`src/design/rcc_pkg.sv`:
```
package rcc_pkg;

    // Image geometry limits and derived counter widths
    localparam int MAX_WIDTH  = 512;
    localparam int MAX_HEIGHT = 512;
    localparam int COL_W      = $clog2(MAX_WIDTH);
    localparam int ROW_W      = $clog2(MAX_HEIGHT);

    // Field widths of the register and data interfaces
    localparam int DIM_W   = 10;
    localparam int PIX_W   = 8;
    localparam int COEF_W  = 8;
    localparam int PROD_W  = COEF_W + PIX_W + 1;
    localparam int SUM_W   = PROD_W + 2;
    localparam int CMP_W   = ((DIM_W > COL_W) ? DIM_W : COL_W) + 1;
    localparam int CMPR_W  = ((DIM_W > ROW_W) ? DIM_W : ROW_W) + 1;
    localparam int PIX_MAX = 255;

    // Register file layout
    localparam int ADDR_W  = 5;
    localparam int DATA_W  = 32;

    // Queue between front and back
    localparam int QUEUE_DEPTH = 2;

    typedef enum logic [2:0] {
        REG_IMAGE_WIDTH  = 3'd0,
        REG_IMAGE_HEIGHT = 3'd1,
        REG_COEF_00      = 3'd2,
        REG_COEF_01      = 3'd3,
        REG_COEF_10      = 3'd4,
        REG_COEF_11      = 3'd5
    } reg_index_t;

    typedef struct packed {
        logic [DIM_W-1:0] width;
        logic [DIM_W-1:0] height;
    } dims_t;

    typedef struct packed {
        logic signed [COEF_W-1:0] c00;
        logic signed [COEF_W-1:0] c01;
        logic signed [COEF_W-1:0] c10;
        logic signed [COEF_W-1:0] c11;
    } coef_t;

    // One classified item on its way from front to back
    typedef struct packed {
        logic [PIX_W-1:0] pixel;
        logic [PIX_W-1:0] above;
        logic             col_zero;
        logic             row_zero;
        logic             frame_end;
    } q_entry_t;

endpackage

```
`src/design/rcc_queue.sv`:
```
module rcc_queue
    import rcc_pkg::*;
(
    input  logic     clk,
    input  logic     rst_n,
    input  logic     push,
    input  q_entry_t push_data,
    output logic     full,
    input  logic     pop,
    output logic     head_valid,
    output q_entry_t head_data
);

    localparam int PTR_W = (QUEUE_DEPTH > 1) ? $clog2(QUEUE_DEPTH) : 1;
    localparam int CNT_W = $clog2(QUEUE_DEPTH + 1);

    q_entry_t         entry_reg [QUEUE_DEPTH];
    logic [PTR_W-1:0] wr_ptr_reg, wr_ptr_next;
    logic [PTR_W-1:0] rd_ptr_reg, rd_ptr_next;
    logic [CNT_W-1:0] count_reg, count_next;

    assign full       = (count_reg == CNT_W'(QUEUE_DEPTH));
    assign head_valid = (count_reg != '0);
    assign head_data  = entry_reg[rd_ptr_reg];

    // Advance pointers with wrap and track the fill level
    always_comb
    begin
        wr_ptr_next = wr_ptr_reg;
        rd_ptr_next = rd_ptr_reg;
        count_next  = count_reg;
        if (push)
        begin
            wr_ptr_next = (wr_ptr_reg == PTR_W'(QUEUE_DEPTH - 1)) ? '0
                                                                  : wr_ptr_reg + PTR_W'(1);
        end
        if (pop)
        begin
            rd_ptr_next = (rd_ptr_reg == PTR_W'(QUEUE_DEPTH - 1)) ? '0
                                                                  : rd_ptr_reg + PTR_W'(1);
        end
        if (push && !pop)
        begin
            count_next = count_reg + CNT_W'(1);
        end
        else if (pop && !push)
        begin
            count_next = count_reg - CNT_W'(1);
        end
    end

    always_ff @(posedge clk or negedge rst_n)
    begin
        if (!rst_n)
        begin
            wr_ptr_reg <= '0;
            rd_ptr_reg <= '0;
            count_reg  <= '0;
        end
        else
        begin
            wr_ptr_reg <= wr_ptr_next;
            rd_ptr_reg <= rd_ptr_next;
            count_reg  <= count_next;
        end
    end

    // Store the pushed item
    always_ff @(posedge clk)
    begin
        if (push)
        begin
            entry_reg[wr_ptr_reg] <= push_data;
        end
    end

endmodule

```
`config.mk`:
```
export PLATFORM = sky130hd
export DESIGN_NAME = rcc_queue
export DESIGN_NICKNAME = d
export VERILOG_FILES = /design/src/design/rcc_pkg.sv /design/src/design/rcc_queue.sv
export SDC_FILE = /design/constraint.sdc
export NUM_CORES = 1
export LEC_CHECK = 0
export ABC_AREA = 1
export BUFFER_PORTS_ARGS = -buffer_cell sky130_fd_sc_hd__clkbuf_2
export CAP_MARGIN = 20
export CORE_MARGIN = 4
export CORE_UTILIZATION = 51
export CTS_CLUSTER_DIAMETER = 40
export CTS_CLUSTER_SIZE = 28
export DETAILED_ROUTE_END_ITERATION = 8
export PLACE_DENSITY = 0.87
export SYNTH_ARGS = -nofsm -noshare
export SYNTH_HDL_FRONTEND = slang
export SYNTH_SLANG_ARGS = --single-unit
```
`constraint.sdc`:
```
create_clock -name clk -period 2.2 [get_ports clk]
set_clock_uncertainty 0.15 [all_clocks]
set_input_delay 0.44 -clock clk [delete_from_list [all_inputs] [get_ports clk]]
set_output_delay 0.44 -clock clk [all_outputs]
set_load 0.01 [all_outputs]
```
==> run metrics <==
post-synthesis mux area share=0.172; fin cells=182; GP Congestion=0.698; Detailed Route WL=2.55 mm; R2R Path Start=wr_ptr_reg; All-Layer GR Usage=0.131; Max stage delay on crit path=0.42 ns; die width=around 65 µm; worst reg2reg path depth=3; slowest stage cell, crit path=dfrtp_1; Static Leak=about 0.88 nW; clk_lat worst skew=0.34 ns; Pwr per Cell Area=approximately 1200 mW/mm²; clock-pin slew of the registers on the worst-case setup and hold paths=~0.11 ns; Syn Nets=108; most common cell after layout, fill and taps aside=clkbuf_2; drt pass-1 iters=4; DP Worst Slack=0.529 ns; Setup CP Type=reg -> out; min-delay src=push_data[14]; Clock Power Share=0.158; synthesis-to-finish area growth=21.8%; Flop pwr share=0.477; synth top area cells=edfxtp_1 (69%), mux2_4 (17%), dfrtp_1 (6.0%); Buf+Inv Stages, Crit Path=2; Critical Path Stages=3; internal power=1.68 mW; Cell Chain, Critical Path=buf_12, mux2_4, clkbuf_2; post-synth top area share=0.689; Setup TNS=0 ns; Post-CTS Setup Bufs=0; Hold Path Sink=entry_reg[1][14]; via count=between 800 and 900; main combinational cell family by area after synthesis=multiplexers; Core ar.=just over 0.003 mm²; Final #Nets=161; Mapped Area=roughly 0.0017 mm²; # DRC=0; Max transition margin=0.742; Final Critical Period=about 2 ns; initial antenna violation count=0; Sw Share=0.294; vias in the first global route=roughly 880; Iter 0 DRT Violations=30; clk root buf=clkbuf_4; Max Slew Vio Count=0; Seq/Total Area, Yosys=0.750; TritonCTS Buffers=5; Crit path required time=1.61 ns; RSZ-0062 raised after global routing=false; area leader, netlist=edfxtp_1; Hold Violations, Final=0; WL/cell=~14 µm; Synth Area in XOR/XNOR=0.0159; # clock sinks=42; post-route setup slack=about 0.19 ns; Tot Pwr=2.38 mW; grt total ovfl=0; H-Tree Depth=2; register area=around 0.0012 mm²; ANT nets after route=0; vias per cell=approximately 4.7; CP startpoint kind=flop; layout cells sized above 1=0.529; Total Die Area=~0.0042 mm²; Compound-Gate Fraction of Synth Area=0; synth warn=0; adder-cell area share of the yosys netlist=0.00756; CP top delay family=flip-flops; final period utilization=0.915; CTS tree=built; Peak VDD IR=0.000764 V; part of the power in combinational logic=0.365; max cap viols=0; Die Ht=roughly 65 µm; Setup crit end kind=output pin; Post-Syn Instances=84; R2R Path End=entry_reg[1][8]; Max clock buf depth=2; Hold Crit Depth=1; number of flip-flops under the largest register name=38; global-route wire length before repair=3.92 mm; Multi-input gate area=~370 µm²; placed cell count=between 150 and 200; HPWL Detailed=roughly 2 mm; # diodes=0; CP arrival=about 1.4 ns; P_sw=roughly 0.7 mW; initial core utilization=0.538; hold buffer count at cts=1; I/O Buffers=43; Worst Tran Pin Value=between 0.3 and 0.4 ns; # resized after CTS=0; largest net degree at the start of global routing=20; Worst Path Max Fanout=19; status=completed; IO Pins=44; simple-gate area share of the yosys netlist=0.0249; most frequent cells in the layout=clkbuf_2 (43), edfxtp_1 (38), mux2_4 (19), inv_1 (7), nand2_1 (6); # setup viols final=0; count of cell types in the netlist=12; # fillers=between 200 and 250; Max Freq=497 MHz; row count=20; Hold WC Path Type=in -> reg; synthesis-stage register bit count=42; mean post-synth cell area=between 15 and 20 µm²; R2R Setup Slk=0.75 ns
[metrics by stage]
| stage | hold WS, ns | utilization | area (µm²) |
|---|---|---|---|
| 6_report | 0.130 | 0.655 | 2020 |
| 5_1_grt | 0.105 | 0.655 | 2020 |
| 4_1_cts | 0.115 | 0.655 | 2020 |
| 3_5_place_dp | 0.103 | 0.632 | 1950 |
| 3_3_place_gp | 0.0998 | 0.632 | 1950 |
| 2_1_floorplan | -0.00559 | - | 1660 |
[cell usage after synthesis]
cell type and n:
edfxtp_1 38, mux2_4 19, inv_1 7, nand2_1 6, dfrtp_1 4, buf_6 2, nor2_1 2, xor2_1 2
ha_1 1, nand3_1 1, nand4_1 1, xnor2_1 1
[worst register-to-register path: cells and delay by family, from the launching register on]
family | cells | cell delay, ns
and+or+nand+nor | 1 | 0.06
buffers and inverters | 2 | 0.57
DFF | 1 | 0.39
[cell families after synthesis]
kind of cell,count (synthesis)
xor gates and xnor gates,3
buffers and inverters,9
muxes,19
DFF,42
adders and majority gates,1
and+or+nand+nor,10
[worst max-delay path by stage]
stage	start	to	slack [ns]
after floorplan	push	entry_reg[0][0]	0.37
after global placement	push	entry_reg[1][10]	0.57
after detailed placement	push	entry_reg[1][15]	0.53
after CTS	rd_ptr_reg	head_data[16]	0.17
after global routing	rd_ptr_reg	head_data[15]	0.12
final	rd_ptr_reg	head_data[3]	0.19
[layer usage]
layer  vias to the layer above  track usage  wire length (µm)
met1                       414        0.122               929
met3                         6       0.0624               178
met5                         -            0                 0
met2                        20        0.238              1380
li1                        414            -                 -
met4                         0       0.0633                55
[power groups by stage]
stage,Clock (mW),Combinational [mW],Sequential [mW]
detailed placement,0,0.878,1.16
CTS,0.389,0.882,1.14
finish,0.377,0.866,1.13
global route,0.423,0.928,1.15
floorplan,0,0.605,1.13
global placement,0,0.854,1.14
[layout make-up]
| type | count | share of cell area |
|---|---|---|
| multi-input combinational | 33 | 0.181 |
| clock buffer | 7 | 0.0273 |
| sequential | 42 | 0.616 |
| clock inverter | 1 | 0.00248 |
| inverter | 7 | 0.0130 |
| timing repair buffer | 48 | 0.133 |
| tap | 44 | 0.0273 |
Power figures use the tool's default switching activity.
