$ cat config.mk
export PLATFORM = sky130hd
export DESIGN_NAME = rcc_back
export DESIGN_NICKNAME = d
export VERILOG_FILES = /design/src/design/rcc_pkg.sv /design/src/design/rcc_back.sv
export SDC_FILE = /design/constraint.sdc
export NUM_CORES = 1
export LEC_CHECK = 0
export ABC_AREA = 1
export BUFFER_PORTS_ARGS = -buffer_cell sky130_fd_sc_hd__clkbuf_2
export CELL_PAD_IN_SITES_DETAIL_PLACEMENT = 0
export CELL_PAD_IN_SITES_GLOBAL_PLACEMENT = 1
export CORE_ASPECT_RATIO = 1.5
export CORE_MARGIN = 3
export CORE_UTILIZATION = 45
export CTS_CLUSTER_DIAMETER = 120
export DETAILED_ROUTE_END_ITERATION = 6
export PLACE_DENSITY = 0.86
export SYNTH_ARGS = -nofsm -noshare
export SYNTH_HDL_FRONTEND = slang
export SYNTH_SLANG_ARGS = --single-unit
$ cat constraint.sdc
create_clock -name clk -period 11.2 [get_ports clk]
set_input_delay 1.12 -clock clk [delete_from_list [all_inputs] [get_ports clk]]
set_output_delay 1.12 -clock clk [all_outputs]
set_load 0.01 [all_outputs]
$ cat src/design/rcc_pkg.sv
package rcc_pkg;

    // Image geometry limits and derived counter widths
    localparam int MAX_WIDTH  = 512;
    localparam int MAX_HEIGHT = 512;
    localparam int COL_W      = $clog2(MAX_WIDTH);
    localparam int ROW_W      = $clog2(MAX_HEIGHT);

    // Field widths of the register and data interfaces
    localparam int DIM_W   = 10;
    localparam int PIX_W   = 8;
    localparam int COEF_W  = 8;
    localparam int PROD_W  = COEF_W + PIX_W + 1;
    localparam int SUM_W   = PROD_W + 2;
    localparam int CMP_W   = ((DIM_W > COL_W) ? DIM_W : COL_W) + 1;
    localparam int CMPR_W  = ((DIM_W > ROW_W) ? DIM_W : ROW_W) + 1;
    localparam int PIX_MAX = 255;

    // Register file layout
    localparam int ADDR_W  = 5;
    localparam int DATA_W  = 32;

    // Queue between front and back
    localparam int QUEUE_DEPTH = 2;

    typedef enum logic [2:0] {
        REG_IMAGE_WIDTH  = 3'd0,
        REG_IMAGE_HEIGHT = 3'd1,
        REG_COEF_00      = 3'd2,
        REG_COEF_01      = 3'd3,
        REG_COEF_10      = 3'd4,
        REG_COEF_11      = 3'd5
    } reg_index_t;

    typedef struct packed {
        logic [DIM_W-1:0] width;
        logic [DIM_W-1:0] height;
    } dims_t;

    typedef struct packed {
        logic signed [COEF_W-1:0] c00;
        logic signed [COEF_W-1:0] c01;
        logic signed [COEF_W-1:0] c10;
        logic signed [COEF_W-1:0] c11;
    } coef_t;

    // One classified item on its way from front to back
    typedef struct packed {
        logic [PIX_W-1:0] pixel;
        logic [PIX_W-1:0] above;
        logic             col_zero;
        logic             row_zero;
        logic             frame_end;
    } q_entry_t;

endpackage

$ cat src/design/rcc_back.sv
module rcc_back
    import rcc_pkg::*;
(
    input  logic             clk,
    input  logic             rst_n,
    input  coef_t            coefs,
    input  logic             head_valid,
    input  q_entry_t         head_data,
    output logic             pop,
    output logic             out_valid,
    input  logic             out_stall,
    output logic [PIX_W-1:0] pixel_out,
    output logic             frame_end
);

    logic                     v1_reg, v1_next;
    logic                     ov_reg, ov_next;
    logic signed [PROD_W-1:0] p00_reg, p01_reg, p10_reg, p11_reg;
    logic                     end1_reg;
    logic [PIX_W-1:0]         prev_pix_reg;
    logic [PIX_W-1:0]         prev_above_reg;
    logic [PIX_W-1:0]         pixel_out_reg;
    logic                     frame_end_reg;

    logic                     ready_out;
    logic                     s1_ready;
    logic [PIX_W-1:0]         left_px;
    logic [PIX_W-1:0]         above_px;
    logic [PIX_W-1:0]         ul_px;
    logic signed [SUM_W-1:0]  sum;
    logic [PIX_W-1:0]         clamped;

    // Stage advance: each stage moves when the one after it has room
    assign ready_out = !ov_reg || !out_stall;
    assign s1_ready  = !v1_reg || ready_out;
    assign pop       = head_valid && s1_ready;

    // Zero the neighbors that fall outside the image
    always_comb
    begin
        left_px  = head_data.col_zero ? '0 : prev_pix_reg;
        above_px = head_data.row_zero ? '0 : head_data.above;
        ul_px    = (head_data.col_zero || head_data.row_zero) ? '0 : prev_above_reg;
    end

    // Stage one: four products of a signed weight and a pixel
    always_ff @(posedge clk)
    begin
        if (pop)
        begin
            p00_reg        <= PROD_W'(coefs.c00) * PROD_W'($signed({1'b0, head_data.pixel}));
            p01_reg        <= PROD_W'(coefs.c01) * PROD_W'($signed({1'b0, left_px}));
            p10_reg        <= PROD_W'(coefs.c10) * PROD_W'($signed({1'b0, above_px}));
            p11_reg        <= PROD_W'(coefs.c11) * PROD_W'($signed({1'b0, ul_px}));
            end1_reg       <= head_data.frame_end;
            prev_pix_reg   <= head_data.pixel;
            prev_above_reg <= above_px;
        end
    end

    // Stage two: sum and clamp to the pixel range
    always_comb
    begin
        sum = SUM_W'(p00_reg) + SUM_W'(p01_reg) + SUM_W'(p10_reg) + SUM_W'(p11_reg);
        if (sum < SUM_W'(0))
        begin
            clamped = '0;
        end
        else if (sum > SUM_W'(PIX_MAX))
        begin
            clamped = PIX_W'(PIX_MAX);
        end
        else
        begin
            clamped = sum[PIX_W-1:0];
        end
    end

    always_ff @(posedge clk)
    begin
        if (v1_reg && ready_out)
        begin
            pixel_out_reg <= clamped;
            frame_end_reg <= end1_reg;
        end
    end

    // Valid bits of both stages
    always_comb
    begin
        v1_next = v1_reg;
        ov_next = ov_reg;
        if (pop)
        begin
            v1_next = 1'b1;
        end
        else if (ready_out)
        begin
            v1_next = 1'b0;
        end
        if (ready_out)
        begin
            ov_next = v1_reg;
        end
    end

    always_ff @(posedge clk or negedge rst_n)
    begin
        if (!rst_n)
        begin
            v1_reg <= 1'b0;
            ov_reg <= 1'b0;
        end
        else
        begin
            v1_reg <= v1_next;
            ov_reg <= ov_next;
        end
    end

    assign out_valid = ov_reg;
    assign pixel_out = pixel_out_reg;
    assign frame_end = frame_end_reg;

endmodule

==> run summary <==
CP max stage delay: 0.56 ns
Avg Synthesized Cell Area: 8.55 sq um
CP top delay family: adder cells
async set or reset register ratio after synthesis: 2.08%
Util after Layout: 49.2%
GRT Residual Overflow: 0
Netlist cell types: 33
sequential fraction of the synthesis area: 20.8%
Worst setup EP type: flip-flop
Post-CTS Setup Bufs: 0
die width: 149 um
max-cap viol count: 0
die extent in y: 221 um
Synth top area share: 26.5%
Routed Antenna Nets: 0
Rows: 78
Most used DFF post-synth: edfxtp_1
CTS sink count: 96
Fin. Hold Viols: 0
IO buf count: 65
Cell Area, Synth: 13800 sq um
FF+latch count, synth: 96
Detail Placement HPWL: 26.4 mm
hold_buf cts: 0
reg2reg setup slack: 6.68 ns
Slew @ Worst Pin: 0.684 ns
Synth area leaders: fa_1, edfxtp_1, ha_1
crit path to: p11_reg[14]$_DFFE_PP_
clk_lat worst skew: 0.37 ns
R2R cell count: 13
vias in the first global route: 10920
Routed WL: 29.9 mm
Worst slew margin: 54.2%
Arr. time, crit path: 5.76 ns
H-tree Lvls: 3
worst vdd ir: 0.222 mV
Hold Crit Class: flip-flop to flip-flop
clock tree buffer depth: 2
largest net degree at the start of global routing: 46
Max Fclk: 0.177 GHz
Num CTS Buffers: 9
Final nets: 2107
critical-path cell list: clkbuf_2, nor2_1, nand2_1, inv_1, nand2_1, fa_1, inv_1, fa_1, inv_1, fa_1, fa_1, inv_1, ha_1, a21oi_1, o21ai_0, a31oi_1, o21ai_0, xor2_1
Max Clock Skew: 0.0115 ns
PD cells: 223 nW/um^2
Worst Path Required: 11.31 ns
most common cell in the netlist: inv_1
period utilization: 50.4%
Area Overhead vs Synth: 7.76%
Crit-path slowest cell: fa_1
IO Pins: 66
WP depth: 18
RR Startpoint: prev_above_reg[0]$_DFFE_PP_
EDFF count, synth: 94
global-route wire length before repair: 51.3 mm
# diodes: 0
synth warn: 0
Root Buffer: clkbuf_16
dpl ws: 5.20 ns
leakage power: 8.25 nW
Initial Util: 45.7%
R2R Path End: p11_reg[14]$_DFFE_PP_
most instantiated cells after synthesis: inv_1, nand2_1, ha_1
CTS tree: built
initial DRC count: 523
via count: 10149
Clk pin slew, worst setup/hold paths: 0.08 ns
min Tclk post-route: 5.65 ns
Pre-antenna DRT Iters: 7
outcome: finished, final reports clean
crit start category: input pin
leading area contributor after synthesis: fa_1
Final setup viols: 0
GRT Util Overall: 19.7%
vias per cell: 4.87
final setup margin: 5.55 ns
Crit Path Class: input pin to flip-flop
worst-path maximum fanout: 9
# DRC: 0
Synth Instances: 1616
Final TNS setup: 0 ns
Pins Over Slew Limit: 0
worst path bufs/invs: 5
syn nets: 2044
layout cell share with drive strength beyond 1: 6.35%
Die ar.: 32900 sq um
initial antenna violation count: 0
GPL Wtd Cong: 0.914
Post-CTS Resized: 0
CP Launch Point: head_data[2]
mean routed wirelength per cell: 14.4 um
RSZ-0062 raised after global routing: false
Core Region: 30300 sq um
-- final cells by class --
class / instances / area, sq um
fillers: 2927 / 15400
multi-input cells: 1058 / 9220
flip-flops and latches: 96 / 2870
inverters: 447 / 1680
well taps: 400 / 500
repair buffers: 67 / 340
clock buffers: 9 / 225
clock inverters: 7 / 61.3
-- cell usage in the layout (no fill, tap or decap), types with 6 or more instances in the layout --
| master | n |
|---|---|
| a21oi_1 | 56 |
| nor2_1 | 165 |
| inv_1 | 443 |
| clkbuf_2 | 65 |
| o21ai_0 | 22 |
| nand4_1 | 6 |
| o2111ai_1 | 8 |
| nand2_2 | 8 |
| nand3_1 | 29 |
| xnor2_1 | 20 |
| edfxtp_1 | 94 |
| nand2_1 | 299 |
| xor2_1 | 36 |
| clkbuf_16 | 9 |
| ha_1 | 190 |
| fa_1 | 183 |
-- per-stage QoR --
| step | total power, W | hold slack [ns] | area, sq um | instances |
|---|---|---|---|---|
| 2_1_floorplan | 0.00246 | 0.400 | 13800 | 1616 |
| 3_3_place_gp | 0.00300 | 0.413 | 14600 | 2068 |
| 3_5_place_dp | 0.00304 | 0.429 | 14600 | 2068 |
| 4_1_cts | 0.00336 | 0.456 | 14900 | 2084 |
| 5_1_grt | 0.00376 | 0.465 | 14900 | 2084 |
| 6_report | 0.00332 | 0.447 | 14900 | 2084 |
-- routing by layer --
| metal | up-vias | share of wire [%] | GRT usage [%] |
|---|---|---|---|
| li1 | 5005 | - | - |
| met1 | 4908 | 38 | 21.5 |
| met2 | 165 | 55 | 37.6 |
| met3 | 71 | 2.3 | 2.05 |
| met4 | 0 | 4.6 | 9.37 |
| met5 | - | 0 | 0 |
-- cell families after synthesis --
family          share of synthesized area [%]
compound gates                           3.93
xor+xnor                                 3.55
fa+ha+maj                                43.7
buf+inv                                  12.5
flops                                    20.8
simple gates                             15.5
-- worst min path at each step --
stage          slack [ns]                  end  cells after the start                from
2_1_floorplan        0.40  frame_end$_DFFE_PP_                      0  end1_reg$_DFFE_PP_
3_3_place_gp         0.41  frame_end$_DFFE_PP_                      0  end1_reg$_DFFE_PP_
3_5_place_dp         0.43  frame_end$_DFFE_PP_                      0  end1_reg$_DFFE_PP_
4_1_cts              0.46  frame_end$_DFFE_PP_                      0  end1_reg$_DFFE_PP_
5_1_grt              0.46  frame_end$_DFFE_PP_                      0  end1_reg$_DFFE_PP_
6_report             0.45  frame_end$_DFFE_PP_                      0  end1_reg$_DFFE_PP_
-- report_power, final --
group          switching [W]  internal [W]  leakage, nW  total, W
combinational        0.00154      0.000910         7.17   0.00245
clock               0.000147      0.000156        0.141  0.000303
sequential         0.0000280      0.000544        0.939  0.000572
No activity file was read; power rests on OpenSTA's default activity.
