==> src/design/rcc_pkg.sv <==
package rcc_pkg;

    // Image geometry limits and derived counter widths
    localparam int MAX_WIDTH  = 512;
    localparam int MAX_HEIGHT = 512;
    localparam int COL_W      = $clog2(MAX_WIDTH);
    localparam int ROW_W      = $clog2(MAX_HEIGHT);

    // Field widths of the register and data interfaces
    localparam int DIM_W   = 10;
    localparam int PIX_W   = 8;
    localparam int COEF_W  = 8;
    localparam int PROD_W  = COEF_W + PIX_W + 1;
    localparam int SUM_W   = PROD_W + 2;
    localparam int CMP_W   = ((DIM_W > COL_W) ? DIM_W : COL_W) + 1;
    localparam int CMPR_W  = ((DIM_W > ROW_W) ? DIM_W : ROW_W) + 1;
    localparam int PIX_MAX = 255;

    // Register file layout
    localparam int ADDR_W  = 5;
    localparam int DATA_W  = 32;

    // Queue between front and back
    localparam int QUEUE_DEPTH = 2;

    typedef enum logic [2:0] {
        REG_IMAGE_WIDTH  = 3'd0,
        REG_IMAGE_HEIGHT = 3'd1,
        REG_COEF_00      = 3'd2,
        REG_COEF_01      = 3'd3,
        REG_COEF_10      = 3'd4,
        REG_COEF_11      = 3'd5
    } reg_index_t;

    typedef struct packed {
        logic [DIM_W-1:0] width;
        logic [DIM_W-1:0] height;
    } dims_t;

    typedef struct packed {
        logic signed [COEF_W-1:0] c00;
        logic signed [COEF_W-1:0] c01;
        logic signed [COEF_W-1:0] c10;
        logic signed [COEF_W-1:0] c11;
    } coef_t;

    // One classified item on its way from front to back
    typedef struct packed {
        logic [PIX_W-1:0] pixel;
        logic [PIX_W-1:0] above;
        logic             col_zero;
        logic             row_zero;
        logic             frame_end;
    } q_entry_t;

endpackage

==> src/design/rcc_ram.sv <==
module rcc_ram #(
    parameter int WIDTH = 8,
    parameter int DEPTH = 512
) (
    input  logic                     clk,
    input  logic                     we,
    input  logic [$clog2(DEPTH)-1:0] waddr,
    input  logic [WIDTH-1:0]         wdata,
    input  logic                     re,
    input  logic [$clog2(DEPTH)-1:0] raddr,
    output logic [WIDTH-1:0]         rdata
);

    logic [WIDTH-1:0] mem [DEPTH];

    // Registered read returns the old word when the same address is written
    always_ff @(posedge clk)
    begin
        if (we)
        begin
            mem[waddr] <= wdata;
        end
        if (re)
        begin
            rdata <= mem[raddr];
        end
    end

endmodule

==> src/design/rcc_front.sv <==
module rcc_front
    import rcc_pkg::*;
(
    input  logic             clk,
    input  logic             rst_n,
    input  dims_t            dims,
    input  logic             in_valid,
    output logic             in_stall,
    input  logic [PIX_W-1:0] pixel_in,
    input  logic             frame_start,
    output logic             push,
    output q_entry_t         push_data,
    input  logic             q_full
);

    logic [COL_W-1:0]  col_reg, col_next;
    logic [ROW_W-1:0]  row_reg, row_next;
    logic              f_valid_reg, f_valid_next;
    logic [PIX_W-1:0]  f_pixel_reg;
    logic              f_col_zero_reg;
    logic              f_row_zero_reg;
    logic              f_end_reg;

    logic              accept;
    logic [COL_W-1:0]  cur_col;
    logic [ROW_W-1:0]  cur_row;
    logic [CMP_W-1:0]  width_eff;
    logic [CMPR_W-1:0] height_eff;
    logic [CMP_W-1:0]  col_p1;
    logic [CMPR_W-1:0] row_p1;
    logic              row_end;
    logic              img_end;
    logic [PIX_W-1:0]  above_raw;

    // Handshake: take an item when the holding stage is free or moves on
    assign push     = f_valid_reg && !q_full;
    assign accept   = in_valid && (!f_valid_reg || !q_full);
    assign in_stall = f_valid_reg && q_full;

    // Clamp the programmed geometry to the supported range
    always_comb
    begin
        width_eff  = CMP_W'(dims.width);
        height_eff = CMPR_W'(dims.height);
        if (width_eff == '0)
        begin
            width_eff = CMP_W'(1);
        end
        else if (width_eff > CMP_W'(MAX_WIDTH))
        begin
            width_eff = CMP_W'(MAX_WIDTH);
        end
        if (height_eff == '0)
        begin
            height_eff = CMPR_W'(1);
        end
        else if (height_eff > CMPR_W'(MAX_HEIGHT))
        begin
            height_eff = CMPR_W'(MAX_HEIGHT);
        end
    end

    // Position of the incoming item and the raster advance
    always_comb
    begin
        cur_col  = frame_start ? '0 : col_reg;
        cur_row  = frame_start ? '0 : row_reg;
        col_p1   = CMP_W'(cur_col) + CMP_W'(1);
        row_p1   = CMPR_W'(cur_row) + CMPR_W'(1);
        row_end  = (col_p1 >= width_eff);
        img_end  = row_end && (row_p1 >= height_eff);
        col_next = col_reg;
        row_next = row_reg;
        if (accept)
        begin
            if (row_end)
            begin
                col_next = '0;
                row_next = img_end ? '0 : row_p1[ROW_W-1:0];
            end
            else
            begin
                col_next = col_p1[COL_W-1:0];
                row_next = cur_row;
            end
        end
    end

    // Holding stage valid: fill on accept, drain on push
    always_comb
    begin
        if (accept)
        begin
            f_valid_next = 1'b1;
        end
        else if (push)
        begin
            f_valid_next = 1'b0;
        end
        else
        begin
            f_valid_next = f_valid_reg;
        end
    end

    always_ff @(posedge clk or negedge rst_n)
    begin
        if (!rst_n)
        begin
            col_reg     <= '0;
            row_reg     <= '0;
            f_valid_reg <= 1'b0;
        end
        else
        begin
            col_reg     <= col_next;
            row_reg     <= row_next;
            f_valid_reg <= f_valid_next;
        end
    end

    // Capture the item's payload and position flags
    always_ff @(posedge clk)
    begin
        if (accept)
        begin
            f_pixel_reg    <= pixel_in;
            f_col_zero_reg <= (cur_col == '0);
            f_row_zero_reg <= (cur_row == '0);
            f_end_reg      <= img_end;
        end
    end

    // Previous row: read the pixel above and replace it in the same edge
    rcc_ram #(
        .WIDTH (PIX_W),
        .DEPTH (MAX_WIDTH)
    ) u_line_store (
        .clk   (clk),
        .we    (accept),
        .waddr (cur_col),
        .wdata (pixel_in),
        .re    (accept),
        .raddr (cur_col),
        .rdata (above_raw)
    );

    always_comb
    begin
        push_data.pixel     = f_pixel_reg;
        push_data.above     = above_raw;
        push_data.col_zero  = f_col_zero_reg;
        push_data.row_zero  = f_row_zero_reg;
        push_data.frame_end = f_end_reg;
    end

endmodule

==> config.mk <==
export PLATFORM = sky130hd
export DESIGN_NAME = rcc_front
export DESIGN_NICKNAME = d
export VERILOG_FILES = /design/src/design/rcc_pkg.sv /design/src/design/rcc_ram.sv /design/src/design/rcc_front.sv
export SDC_FILE = /design/constraint.sdc
export NUM_CORES = 2
export LEC_CHECK = 0
export BUFFER_PORTS_ARGS = -buffer_cell sky130_fd_sc_hd__buf_4
export CAP_MARGIN = 40
export CORE_MARGIN = 2
export CORE_UTILIZATION = 25
export DETAILED_ROUTE_END_ITERATION = 10
export PLACE_DENSITY_LB_ADDON = 0.08
export REMOVE_ABC_BUFFERS = 1
export SYNTH_ARGS = -nofsm -noshare
export SYNTH_HDL_FRONTEND = slang
export SYNTH_HIERARCHICAL = 1
export SYNTH_SLANG_ARGS = --single-unit
==> constraint.sdc <==
create_clock -name clk -period 8.45 [get_ports clk]
set_input_delay 2.1125 -clock clk [delete_from_list [all_inputs] [get_ports clk]]
set_output_delay 2.1125 -clock clk [all_outputs]
set_load 0.1 [all_outputs]
==> impl_results.md <==
- I/O pin count: 54
- Clock latency on the worst-skew pair: 1.06 ns
- Max-Cap Viols: 0
- WL met3: around 24000 um
- Cells after Synth: 8278
- FMAX: 161 MHz
- Highest Signal Layer: met4
- Vias in the first global route: 87600
- Setup TNS Final: 0 ns
- Die width: slightly above 800 um
- Post-synthesis sequential area ratio: 76.5%
- Area growth syn-to-layout: 18.9%
- CTS Buffer Depth: 4
- Per-cell routed wire length: 30.6 um
- Post-synth EDFFs: 4115
- Fin area: 193000 um2
- Worst-path fanout max: 35
- Commonest non-fill, non-tap cell in the layout: edfxtp_1
- RSZ-0062 raised after global routing: false
- Final setup fails: 0
- Clock H-tree levels: 5
- Met2 wire len: 263000 um
- GR Util All Layers: between 10% and 20%
- Starting Density: 25.1%
- RePlAce Congestion: 0.759
- Final Max Slew Viols: 0
- Peak VDD IR: 0.000182 V
- Cts repair resizes: 0
- Die Ht: 810 um
- Fin cells: about 18000
- First-pass GRT wire length: 755000 um
- Ys async rst share: 0.460%
- Synth Warn #: 6
- DRT Pass-1 Iters: 5
- Post-Route WL: approximately 550000 um
- CTS Buf Count: 476
- Pwr dens: 243 nW/um2
- Synth unique cells: 71
- Placed cell area: 177000 um2
- Largest register FFs: between 4000 and 5000
- Root Driver: clkbuf_16
- CTS tree: yes
- Fin crit share: about 74%
- Starting DRT DRC Count: 7607
- Outcome: completed
- Kind of critical path: in -> reg
- Clock Sinks: 4134
- Reg clk slew, reported paths: 0.06 ns
- Share of layout cells above drive strength 1: 23.1%
- PortBufs: 53
- Via density: around 4.7
- GRT Residual Overflow: 0
- Row Count: 295
- Synth Cell Area: 162000 um2
- Residual DRC count: 0
- Vias: about 85000
- Fillers: 63200
- Worst hold slack: roughly 0.53 ns
- WP data arrival: 7.12 ns
- Syn_area_per_cell: about 20 um2
- Core ar.: 646000 um2
- Crit start category: primary input
- Worst clock skew: 0.0733 ns
- Antenna Violating Nets Remaining: 0
- Hold Buf Count CTS: 0
- Cells after DPL: 17100
- Worst rel slew slack: slightly above 4%
- Hold Crit Class: reg -> reg
- Fin. Hold Viols: 0
- Worst setup EP type: flip-flop
- Leak pwr: 0.0588 uW
- # nets final: 9058
- Leading cell types in the layout, fill and taps excluded: edfxtp_1, mux2i_1, mux4_2, buf_4, nor2_1
- Layout Utilization: about 30%
- #FFs+latches synth: between 4000 and 5000
- Slew @ Worst Pin: 1.44 ns
- Setup Buffers After CTS: 0
- HPWL Detailed: approximately 360000 um
- Top FF cell, synth: edfxtp_1
- Min Tclk post-route: 6.21 ns
- Die Area: 655000 um2
- M1 WL: 254000 um
- Critical path required time: 9.36 ns
- Largest net degree at the start of global routing: 173
- Initial antenna violation count: 41
cell type report:
type	count	area [um2]	share of cell area (%)
multi-input combinational	3602	35500	18.4
antenna	16	40.0	0.0208
tap	8613	10800	5.59
inverter	16	76.3	0.0396
sequential	4134	124000	64.3
clock buffer	569	12400	6.42
clock inverter	305	3030	1.57
timing repair buffer	771	7060	3.66
cells in the mapped netlist, drive strengths merged, types with 51 or more instances:
| master | n | share of area (%) |
|---|---|---|
| edfxtp | 4115 | 76 |
| o22ai | 163 | 0.63 |
| a21oi | 211 | 0.66 |
| o221ai | 373 | 2.0 |
| nor3 | 111 | 0.34 |
| mux4 | 654 | 9.1 |
| nor2 | 611 | 1.4 |
| buf | 258 | 1.2 |
| clkbuf | 268 | 0.62 |
| o21ai | 130 | 0.40 |
| nand2 | 151 | 0.35 |
| mux2i | 798 | 4.9 |
| nand3 | 51 | 0.16 |
| a22oi | 61 | 0.28 |
logic make-up (layout without fill, tap and decap cells):
kind of cell,Yosys count,count (layout),synth area share (%)
muxes,1452,1452,14.0
other,0,16,0
AOI/OAI and AO/OA,1030,1030,4.48
xor gates and xnor gates,10,10,0.0540
and+or+nand+nor,1086,1086,2.92
buffers and inverters,542,1661,1.90
adders and majority gates,24,24,0.185
DFF,4134,4134,76.5
metrics by stage:
stage,power [uW],worst slack [ns]
after floorplan,29300,-58.56
after global placement,26900,0.230
after detailed placement,27000,0.992
after CTS,47700,2.15
after global routing,48500,2.11
final,46800,2.24
worst paths after layout:
| path | cells after the start | startpoint | slack (ns) | to |
|---|---|---|---|---|
| hold reg to reg | 1 | col_reg[7]$_DFFE_PN0P_ | 0.53 | col_reg[7]$_DFFE_PN0P_ |
| hold / removal | 1 | col_reg[7]$_DFFE_PN0P_ | 0.53 | col_reg[7]$_DFFE_PN0P_ |
| min in group asynchronous | 1 | rst_n | 0.95 | row_reg[6]$_DFFE_PN0P_ |
| max in group asynchronous | 1 | rst_n | 7.24 | f_valid_reg$_DFFE_PN0P_ |
| setup reg to reg | 14 | col_reg[0]$_DFFE_PN0P_ | 3.22 | u_line_store/rdata[2]$_DFFE_PP_ |
| setup / recovery | 15 | frame_start | 2.24 | u_line_store/rdata[2]$_DFFE_PP_ |
power by group:
| part | internal, uW | switching [uW] | total, uW | leakage [uW] |
|---|---|---|---|---|
| clock network | 11900 | 8530 | 20400 | 0.00751 |
| registers | 22600 | 46.1 | 22600 | 0.0372 |
| logic | 1320 | 2460 | 3790 | 0.0141 |
| total | 35800 | 11000 | 46800 | 0.0588 |
critical path, stage by stage:
cell and delay, ns:
buf_4 0.26, nand2b_1 0.33, inv_8 0.32, buf_16 0.37
buf_12 0.24, buf_12 0.26, buf_12 0.31, mux2i_1 0.18
o221ai_1 0.24, o21ai_0 0.25, nor3_1 0.54, nand4_1 0.54
buf_4 0.32, nand2_1 0.32, o2111a_1 0.26
routing by layer:
metal / global-route usage [%] / up-vias
met1: 23.2 / 46100
met2: 27.0 / 2069
li1: - / 35900
met4: 3.29 / 0
met5: 0 / -
met3: 2.16 / 568
Note: power is estimated with default switching activity, not from simulation.
